**config.mk**
```make
export PLATFORM = sky130hd
export DESIGN_NAME = uf2_block_framer
export DESIGN_NICKNAME = d
export VERILOG_FILES = /design/src/ufbf_pkg.sv /design/src/ufbf_ram.sv /design/src/ufbf_seq.sv /design/src/uf2_block_framer.sv
export SDC_FILE = /design/constraint.sdc
export NUM_CORES = 2
export LEC_CHECK = 0
export BUFFER_PORTS_ARGS = -buffer_cell sky130_fd_sc_hd__buf_4
export CORE_MARGIN = 10
export CORE_UTILIZATION = 54
export DETAILED_ROUTE_END_ITERATION = 10
export GPL_ROUTABILITY_DRIVEN = 0
export PLACE_DENSITY = 0.72
export RECOVER_POWER = 50
export SLEW_MARGIN = 20
export SYNTH_ARGS = -nofsm -noshare
export SYNTH_HDL_FRONTEND = slang
export SYNTH_SLANG_ARGS = --single-unit
```
**constraint.sdc**
```tcl
create_clock -name clk -period 4.4 [get_ports clk]
set_input_delay 0.88 -clock clk [delete_from_list [all_inputs] [get_ports clk]]
set_output_delay 0.88 -clock clk [all_outputs]
set_load 0.01 [all_outputs]
```
**src/ufbf_pkg.sv**
```systemverilog
// ----------------------------------------------------------------------------
// ufbf_pkg
// Shared constants, types and codes of the UF2 block framer.
// ----------------------------------------------------------------------------
package ufbf_pkg;

    // block layout
    localparam int BLOCK_WORDS         = 64;
    localparam int HEADER_WORDS        = 4;
    localparam int FLUSH_WORDS         = BLOCK_WORDS - HEADER_WORDS;
    localparam int CNT_W               = $clog2(BLOCK_WORDS);
    localparam int UFBF_PAYLOAD_BYTES  = 256;

    localparam logic [31:0] MAGIC_START0 = 32'h0A32_4655;
    localparam logic [31:0] MAGIC_START1 = 32'h9E5D_5157;
    localparam logic [31:0] MAGIC_END    = 32'h0AB1_6F30;
    localparam logic [31:0] FLAG_FAMILY  = 32'h0000_2000;

    // configuration register indexes and reset values
    localparam logic [1:0]  CFG_BASE_ADDRESS    = 2'd0;
    localparam logic [1:0]  CFG_FAMILY_ID       = 2'd1;
    localparam logic [1:0]  CFG_FILE_SIZE_BYTES = 2'd2;
    localparam logic [31:0] BASE_ADDRESS_RESET  = 32'h0801_0000;
    localparam logic [31:0] FAMILY_ID_RESET     = 32'h5775_5A57;

    typedef enum logic [1:0] {
        JOB_IDLE,
        JOB_HEADER,
        JOB_FLUSH
    } ufbf_job_t;

    // work handed from the input side to the output sequencer
    typedef struct packed {
        logic             hdr;
        logic             flush;
        logic [31:0]      addr;
        logic [23:0]      num;
        logic [CNT_W-1:0] count;
        logic             bank;
        logic             eof;
    } ufbf_req_t;

endpackage

```
**src/ufbf_ram.sv**
```systemverilog
// ----------------------------------------------------------------------------
// ufbf_ram
// Simple dual-port RAM, one write port, one read port with registered data.
// ----------------------------------------------------------------------------
module ufbf_ram #(
    parameter int WIDTH = 64,
    parameter int DEPTH = 64
) (
    input  logic                     clk,
    input  logic                     we,
    input  logic [$clog2(DEPTH)-1:0] waddr,
    input  logic [WIDTH-1:0]         wdata,
    input  logic                     re,
    input  logic [$clog2(DEPTH)-1:0] raddr,
    output logic [WIDTH-1:0]         rdata
);

    logic [WIDTH-1:0] mem_reg [DEPTH];
    logic [WIDTH-1:0] rdata_reg;

    always_ff @(posedge clk)
    begin
        if (we)
        begin
            mem_reg[waddr] <= wdata;
        end
        if (re)
        begin
            rdata_reg <= mem_reg[raddr];
        end
    end

    assign rdata = rdata_reg;

endmodule

```
**src/ufbf_seq.sv**
```systemverilog
// ----------------------------------------------------------------------------
// ufbf_seq
// Output sequencer: queues header and flush jobs, walks them word by word
// through a read stage and the output register.
// ----------------------------------------------------------------------------
module ufbf_seq
    import ufbf_pkg::*;
#(
    parameter int PAYLOAD_BYTES = UFBF_PAYLOAD_BYTES
) (
    input  logic        clk,
    input  logic        rst_n,
    input  ufbf_req_t   req,
    input  logic [31:0] family_id,
    input  logic [31:0] total,
    output logic        flush_busy,
    output logic        ram_re,
    output logic [((PAYLOAD_BYTES / 8 > 1) ? $clog2(PAYLOAD_BYTES / 8) : 1):0] ram_raddr,
    input  logic [63:0] ram_rdata,
    output logic        out_valid,
    input  logic        out_stall,
    output logic [63:0] block_word,
    output logic        block_end,
    output logic        stream_end
);

    localparam int PAYLOAD_WORDS = PAYLOAD_BYTES / 8;
    localparam int IDX_W = (PAYLOAD_WORDS > 1) ? $clog2(PAYLOAD_WORDS) : 1;

    ufbf_job_t        state_reg, state_next;
    logic [CNT_W-1:0] cnt_reg, cnt_next;
    logic             hdr_pend_reg, hdr_pend_next;
    logic             fl_pend_reg, fl_pend_next;

    // header snapshot
    logic [31:0]      hd_addr_reg;
    logic [23:0]      hd_num_reg;
    // pending and active flush snapshots
    logic [CNT_W-1:0] pf_count_reg, fa_count_reg;
    logic             pf_bank_reg, fa_bank_reg;
    logic             pf_eof_reg, fa_eof_reg;

    // read stage and output register
    logic             s1_valid_reg;
    logic [63:0]      s1_word_reg;
    logic             s1_ram_reg, s1_end_reg, s1_last_reg;
    logic             out_valid_reg;
    logic [63:0]      block_word_reg;
    logic             block_end_reg, stream_end_reg;

    logic             out_free, s1_take, issue, job_done, start_flush;
    logic             job_last;
    logic [63:0]      tok_word;
    logic             tok_ram, tok_end, tok_last;

    assign out_free = !out_valid_reg || !out_stall;
    assign s1_take  = !s1_valid_reg || out_free;
    assign issue    = (state_reg != JOB_IDLE) && s1_take;
    assign job_done = (state_reg == JOB_IDLE) || (issue && job_last);
    assign start_flush = job_done && !hdr_pend_reg && fl_pend_reg;

    // next state
    always_comb
    begin
        state_next = state_reg;
        cnt_next   = cnt_reg;
        if (job_done)
        begin
            cnt_next = '0;
            priority if (hdr_pend_reg)
            begin
                state_next = JOB_HEADER;
            end
            else if (fl_pend_reg)
            begin
                state_next = JOB_FLUSH;
            end
            else
            begin
                state_next = JOB_IDLE;
            end
        end
        else if (issue)
        begin
            cnt_next = cnt_reg + CNT_W'(1);
        end
        hdr_pend_next = req.hdr || (hdr_pend_reg && !job_done);
        fl_pend_next  = req.flush || (fl_pend_reg && !start_flush);
    end

    // word of the current job
    always_comb
    begin
        tok_word = '0;
        tok_ram  = 1'b0;
        tok_end  = 1'b0;
        tok_last = 1'b0;
        job_last = 1'b0;
        unique case (state_reg)
            JOB_HEADER:
            begin
                job_last = (cnt_reg == CNT_W'(HEADER_WORDS - 1));
                unique case (cnt_reg[1:0])
                    2'd0:    tok_word = {MAGIC_START1, MAGIC_START0};
                    2'd1:    tok_word = {hd_addr_reg, FLAG_FAMILY};
                    2'd2:    tok_word = {8'd0, hd_num_reg, 32'(PAYLOAD_BYTES)};
                    default: tok_word = {family_id, total};
                endcase
            end
            JOB_FLUSH:
            begin
                job_last = (cnt_reg == CNT_W'(FLUSH_WORDS - 1));
                tok_ram  = (cnt_reg < fa_count_reg);
                if (job_last)
                begin
                    tok_word = {MAGIC_END, 32'd0};
                    tok_end  = 1'b1;
                    tok_last = fa_eof_reg;
                end
            end
            default:
            begin
                tok_word = '0;
            end
        endcase
    end

    assign ram_re    = issue;
    assign ram_raddr = {fa_bank_reg, cnt_reg[IDX_W-1:0]};

    always_ff @(posedge clk or negedge rst_n)
    begin
        if (!rst_n)
        begin
            state_reg     <= JOB_IDLE;
            cnt_reg       <= '0;
            hdr_pend_reg  <= 1'b0;
            fl_pend_reg   <= 1'b0;
            s1_valid_reg  <= 1'b0;
            out_valid_reg <= 1'b0;
        end
        else
        begin
            state_reg    <= state_next;
            cnt_reg      <= cnt_next;
            hdr_pend_reg <= hdr_pend_next;
            fl_pend_reg  <= fl_pend_next;
            if (s1_take)
            begin
                s1_valid_reg <= issue;
            end
            if (out_free)
            begin
                out_valid_reg <= s1_valid_reg;
            end
        end
    end

    always_ff @(posedge clk)
    begin
        if (req.hdr)
        begin
            hd_addr_reg <= req.addr;
            hd_num_reg  <= req.num;
        end
        if (req.flush)
        begin
            pf_count_reg <= req.count;
            pf_bank_reg  <= req.bank;
            pf_eof_reg   <= req.eof;
        end
        if (start_flush)
        begin
            fa_count_reg <= pf_count_reg;
            fa_bank_reg  <= pf_bank_reg;
            fa_eof_reg   <= pf_eof_reg;
        end
        if (s1_take)
        begin
            s1_word_reg <= tok_word;
            s1_ram_reg  <= tok_ram;
            s1_end_reg  <= tok_end;
            s1_last_reg <= tok_last;
        end
        if (out_free)
        begin
            block_word_reg <= s1_ram_reg ? ram_rdata : s1_word_reg;
            block_end_reg  <= s1_end_reg;
            stream_end_reg <= s1_last_reg;
        end
    end

    assign flush_busy = fl_pend_reg;
    assign out_valid  = out_valid_reg;
    assign block_word = block_word_reg;
    assign block_end  = block_end_reg;
    assign stream_end = stream_end_reg;

endmodule

```
**src/uf2_block_framer.sv**
```systemverilog
// ----------------------------------------------------------------------------
// uf2_block_framer
// Packs a firmware image, given as 64-bit little-endian beats, into 512-byte
// UF2 blocks sent as 64 little-endian 64-bit words.
// ----------------------------------------------------------------------------
// Input channel (in_valid / in_stall): one image beat per accept, with its
// count of valid low bytes and an end-of-file mark. Output channel
// (out_valid / out_stall): block words, block_end on word 64 of each block,
// stream_end on the last word of the block closed by end of file.
// Configuration (cfg_valid / cfg_ready / cfg_index / cfg_data): base address,
// family id and file size; cfg_ready is always high. Write only while idle.
// Timing: the first header word of a block passes the header pending flag,
// the job state, the read stage and the output register after the beat that
// opens the block; the remaining 60 words pass the flush pending flag and the
// same stages after the closing beat or the header, whichever is later.
// Throughput: one output word per cycle while a job runs and out_stall is
// low; a 32-beat block gives 64 words. Payload is held in a two-bank buffer,
// so the next block fills while the previous one is read out; in_stall is
// high from a block's closing beat until that block's readout begins, which
// waits while the previous block or this block's header is being read out.
// Reset clears all control state; the stream restarts at the base address
// with block number zero. A stalled receiver backs up the output register
// and the read stage and, through them, the input.
// ----------------------------------------------------------------------------
module uf2_block_framer
    import ufbf_pkg::*;
#(
    parameter int PAYLOAD_BYTES = UFBF_PAYLOAD_BYTES
) (
    input  logic        clk,
    input  logic        rst_n,
    input  logic        cfg_valid,
    output logic        cfg_ready,
    input  logic [1:0]  cfg_index,
    input  logic [31:0] cfg_data,
    input  logic        in_valid,
    output logic        in_stall,
    input  logic [63:0] data_word,
    input  logic [3:0]  valid_bytes,
    input  logic        end_of_file,
    output logic        out_valid,
    input  logic        out_stall,
    output logic [63:0] block_word,
    output logic        block_end,
    output logic        stream_end
);

    localparam int PAYLOAD_WORDS = PAYLOAD_BYTES / 8;
    localparam int IDX_W = (PAYLOAD_WORDS > 1) ? $clog2(PAYLOAD_WORDS) : 1;
    localparam int RAM_DEPTH = 2 ** (IDX_W + 1);
    // reciprocal for the block total: exact quotient of any 32-bit value
    localparam int DIV_SH = $clog2(PAYLOAD_BYTES);
    localparam longint unsigned DIV_M = ((64'd1 << (32 + DIV_SH)) / PAYLOAD_BYTES) + 1;

    logic [31:0]      base_address_reg, family_id_reg, file_size_reg;
    logic [31:0]      quot_reg;
    logic             fs_zero_reg;
    logic [64:0]      prod;
    logic [31:0]      total;

    logic             started_reg, started_next;
    logic [IDX_W-1:0] idx_reg, idx_next, eff_idx;
    logic             bank_reg, bank_next;
    logic [23:0]      num_reg, num_next, eff_num;
    logic [31:0]      addr_reg, addr_next, eff_addr;
    logic [CNT_W-1:0] count_new;
    logic             accept, close;
    logic [63:0]      word_masked;
    ufbf_req_t        req;

    logic             ram_re;
    logic [IDX_W:0]   ram_raddr;
    logic [63:0]      ram_rdata;

    // configuration
    assign cfg_ready = 1'b1;

    always_ff @(posedge clk or negedge rst_n)
    begin
        if (!rst_n)
        begin
            base_address_reg <= BASE_ADDRESS_RESET;
            family_id_reg    <= FAMILY_ID_RESET;
            file_size_reg    <= '0;
        end
        else if (cfg_valid)
        begin
            unique case (cfg_index)
                CFG_BASE_ADDRESS:    base_address_reg <= cfg_data;
                CFG_FAMILY_ID:       family_id_reg    <= cfg_data;
                CFG_FILE_SIZE_BYTES: file_size_reg    <= cfg_data;
                default:             base_address_reg <= base_address_reg;
            endcase
        end
    end

    // block total = ceil(size / payload), zero for an empty image
    assign prod = {33'd0, file_size_reg - 32'd1} * {32'd0, DIV_M[32:0]};

    always_ff @(posedge clk)
    begin
        quot_reg    <= 32'(prod >> (32 + DIV_SH));
        fs_zero_reg <= (file_size_reg == 32'd0);
    end

    assign total = fs_zero_reg ? 32'd0 : quot_reg + 32'd1;

    // input side
    assign accept = in_valid && !in_stall;

    always_comb
    begin
        for (int i = 0; i < 8; i++)
        begin
            word_masked[8*i +: 8] = (4'(i) < valid_bytes) ? data_word[8*i +: 8] : 8'd0;
        end
    end

    always_comb
    begin
        eff_idx   = started_reg ? idx_reg : '0;
        eff_num   = started_reg ? num_reg : '0;
        eff_addr  = started_reg ? addr_reg : base_address_reg;
        count_new = CNT_W'(eff_idx) + CNT_W'(1);
        close     = (count_new == CNT_W'(PAYLOAD_WORDS)) || end_of_file;

        started_next = started_reg;
        idx_next     = idx_reg;
        bank_next    = bank_reg;
        num_next     = num_reg;
        addr_next    = addr_reg;
        if (accept)
        begin
            if (close)
            begin
                started_next = !end_of_file;
                idx_next     = '0;
                bank_next    = !bank_reg;
                num_next     = eff_num + 24'd1;
                addr_next    = eff_addr + 32'(PAYLOAD_BYTES);
            end
            else
            begin
                started_next = 1'b1;
                idx_next     = IDX_W'(count_new);
                num_next     = eff_num;
                addr_next    = eff_addr;
            end
        end

        req.hdr   = accept && (eff_idx == '0);
        req.flush = accept && close;
        req.addr  = eff_addr;
        req.num   = eff_num;
        req.count = count_new;
        req.bank  = bank_reg;
        req.eof   = end_of_file;
    end

    always_ff @(posedge clk or negedge rst_n)
    begin
        if (!rst_n)
        begin
            started_reg <= 1'b0;
            idx_reg     <= '0;
            bank_reg    <= 1'b0;
            num_reg     <= '0;
            addr_reg    <= '0;
        end
        else
        begin
            started_reg <= started_next;
            idx_reg     <= idx_next;
            bank_reg    <= bank_next;
            num_reg     <= num_next;
            addr_reg    <= addr_next;
        end
    end

    // two-bank payload buffer
    ufbf_ram #(
        .WIDTH (64),
        .DEPTH (RAM_DEPTH)
    ) u_ram (
        .clk   (clk),
        .we    (accept),
        .waddr ({bank_reg, eff_idx}),
        .wdata (word_masked),
        .re    (ram_re),
        .raddr (ram_raddr),
        .rdata (ram_rdata)
    );

    ufbf_seq #(
        .PAYLOAD_BYTES (PAYLOAD_BYTES)
    ) u_seq (
        .clk        (clk),
        .rst_n      (rst_n),
        .req        (req),
        .family_id  (family_id_reg),
        .total      (total),
        .flush_busy (in_stall),
        .ram_re     (ram_re),
        .ram_raddr  (ram_raddr),
        .ram_rdata  (ram_rdata),
        .out_valid  (out_valid),
        .out_stall  (out_stall),
        .block_word (block_word),
        .block_end  (block_end),
        .stream_end (stream_end)
    );

endmodule

```
==> reports/qor.csv <==
metric,value,unit
endpoints failing hold,0,
remaining antenna violation count after routing,0,
final std cells w/o fill,13679,
Post-synth EDFFs,4359,
post-CTS setup buffers,0,
largest area contributor in the netlist,edfxtp_1,
worst-path cell chain,nor2b_1 > buf_12 > buf_4 > a22o_1 > a211oi_1 > a211oi_1 > a31o_1,
Largest register FFs,4096,
failing checks,"capacitance limit, slew limit",
Final #Nets,8997,
Clock Path Buffers,4,
crit path kind,flip-flop to flip-flop,
Slowest cell on crit path,nor2b_1,
TritonCTS clock tree,built,
Critical Path AT,5.10,ns
Clock Skews,0.07718,ns
DR pass1 iterations,7,
post_cts resized,0,
DR DRC count,0,
Syn. warnings,0,
total power,110.9,mW
Worst Path Buf+Inv,2,
Sink Count,4555,
cell family with most CP delay,simple AND/OR/NAND/NOR gates,
Port Buffer Count,175,
All-Layer GR Usage,0.2997,
pwr dens,555.6,nW/um2
Max-Cap Viols,37,
minimum clock period,4.271,ns
CTS root buffer,clkbuf_16,
worst vdd rail ir drop,0.4722,mV
"Max FO, Critical Path",37,
core area,323700,um2
site row count,209,
RSZ-0062 raised after global routing,no,
"FFs w/ async S/R, synth",0.03754,
# setup viols final,0,
die area,348200,um2
clk_lat worst skew,0.99,ns
Worst-Margin Slew,3.782,ns
IO Pins,177,
clock buffer count from CTS,431,
Synth cell types,77,
"flops & latches, synth",4555,
relative slew slack,-1.521,
register area share after synthesis,0.7733,
Critical Path End Type,flip-flop,
number of hold buffers added after CTS,0,
Worst-path clk slew,0.07,ns
outcome,"complete, but fails checks",
share of layout cells above drive strength 1,0.2482,
Gate Count Post-Synth,8376,
WP data required,5.23,ns
Yosys top cell area share,0.7460,
ratio of final minimum period to clock period,0.9707,
post-DR wirelength/cell,39.21,um
overall die height,590.0,um
ys flop type,edfxtp_1,
area grow syn2layout,13.79,%
final non-filler cell area,199700,um2
critical path's most frequent cell,a211oi_1,
placed cell count,12733,
Leak,63.18,nW
vias,95089,
gr ovfl total,0,
antenna violations before repair,56,
H-tree depth,5,
Die W,590.0,um
Avg Synthesized Cell Area,20.95,um2
Placed Area,185000,um2
Synth Cell Area,175500,um2
fin. max-slew vios,1360,
DR vias/cell,6.951,
syn nets,8501,
Hold Crit Class,input pin to flip-flop,
maximum number of pins on one net before global-route repair,133,
vias in the first global route,92185,
drt total wl,536300,um
Post-DP HPWL,278100,um
DR iter-0 viols,16625,
startpoint types,flip-flop,
Area contributors post-synth,"edfxtp_1 (75%), mux4_2 (10%), mux2i_1 (2.9%)",
CP max stage delay,1.32,ns
top achievable clock speed,234.1,MHz
Starting Density,0.5420,
first-pass GRT wire length,734900,um
[power by group]
| group | internal [mW] | total, mW | switching, mW |
|---|---|---|---|
| clock | 22.1 | 38.2 | 16.1 |
| sequential | 50.2 | 52.3 | 2.06 |
| combinational | 8.96 | 20.4 | 11.5 |
| total | 81.3 | 111 | 29.6 |
[synth_stat cells, types with 12 or more instances]
cell       number
edfxtp_1     4359
mux4_2        812
mux2i_1       509
mux2_2        222
nor2_1        214
clkbuf_1      210
nand2_1       177
a21oi_1       170
a22oi_1       163
o221ai_1      152
dfrtp_1       150
buf_2         114
nand3_1        80
buf_4          69
o22ai_1        63
o21ai_0        59
and2_1         53
a211oi_1       50
nor2b_1        46
buf_1          43
buf_6          43
nor3_1         43
xnor2_1        41
a221oi_1       40
inv_1          33
a2111oi_0      32
xor2_1         32
nand2b_1       30
a22o_1         29
nor4_1         29
dfxtp_1        25
nand4_1        23
dfstp_2        21
ha_1           17
o31ai_1        17
a32o_1         16
nand3b_1       16
o211ai_1       16
o21ai_1        15
and3_1         14
a31o_1         13
a211o_1        12
and4_1         12
[cell usage in the layout, fill, tap and decap left out, types with 33 or more instances in the layout]
master	n
buf_12	146
mux2_1	45
mux4_2	812
nand3_1	78
clkbuf_16	437
clkinv_2	97
edfxtp_1	4359
o22ai_1	63
dfrtp_1	145
bufinv_16	66
clkbuf_1	88
diode_2	125
nor2_4	60
a21oi_1	170
a221oi_1	40
a211oi_1	50
nand2_1	174
xnor2_1	41
o221ai_1	152
nor3_1	43
nor2_1	153
mux2i_1	509
o21ai_0	59
a22oi_1	163
buf_4	343
mux2_2	177
clkinv_1	89
inv_1	33
[per-stage QoR]
stage	setup slack [ns]	hold WS (ns)	setup TNS, ns	utilization
2_1_floorplan	-0.4649	0.4003	-538.36	-
3_3_place_gp	0.8816	0.4018	0	0.5709
3_5_place_dp	0.7954	0.4120	0	0.5713
4_1_cts	0.7307	0.05125	0	0.6158
5_1_grt	0.3088	0.1279	0	0.6166
6_report	0.1289	0.1532	0	0.6168
[logic make-up (layout without fill, tap and decap cells)]
family | Yosys count | count (layout) | synth area share
AO/OA/AOI/OAI | 900 | 900 | 0.03726
XOR/XNOR | 73 | 73 | 0.003644
adder cells (fa/ha/maj) | 17 | 17 | 0.001212
buffers and inverters | 516 | 1369 | 0.01536
flip-flops | 4555 | 4555 | 0.7733
multiplexers | 1543 | 1543 | 0.1475
other | 1 | 126 | 0.00002137
AND/OR/NAND/NOR | 771 | 771 | 0.02166
[final timing paths]
kind	startpoint	to	slack [ns]	cells past startpoint
worst max-delay path	u_seq.cnt_reg[3]$_DFFE_PN0P_	u_ram.rdata[15]$_DFFE_PP_	0.13	7
worst min-delay path	cfg_data[31]	family_id_reg[31]$_DFFE_PN0P_	0.15	2
worst max register to register	u_seq.cnt_reg[3]$_DFFE_PN0P_	u_ram.rdata[15]$_DFFE_PP_	0.13	7
worst min register to register	u_seq.pf_count_reg[5]$_DFFE_PP_	u_seq.fa_count_reg[5]$_DFFE_PP_	0.41	0
max in group asynchronous	rst_n	base_address_reg[25]$_DFFE_PN0P_	1.22	2
min in group asynchronous	rst_n	file_size_reg[7]$_DFFE_PN0P_	0.72	1
[final cells by class]
type	instances	area, um2
multi-input combinational	3305	37660
fill	21838	124100
timing repair buffer	545	6041
clock inverter	283	3137
antenna	125	312.8
inverter	34	130.1
tap	4325	5411
clock buffer	507	11260
sequential	4555	135700
[layer usage]
metal	vias up	share of wire	global-route usage
met3	1448	0.13	0.07927
met5	-	0.00026	0
met4	22	0.061	0.1566
li1	36097	-	-
met1	49718	0.34	0.4009
met2	7804	0.46	0.4570
Note: power is estimated with default switching activity, not from simulation.
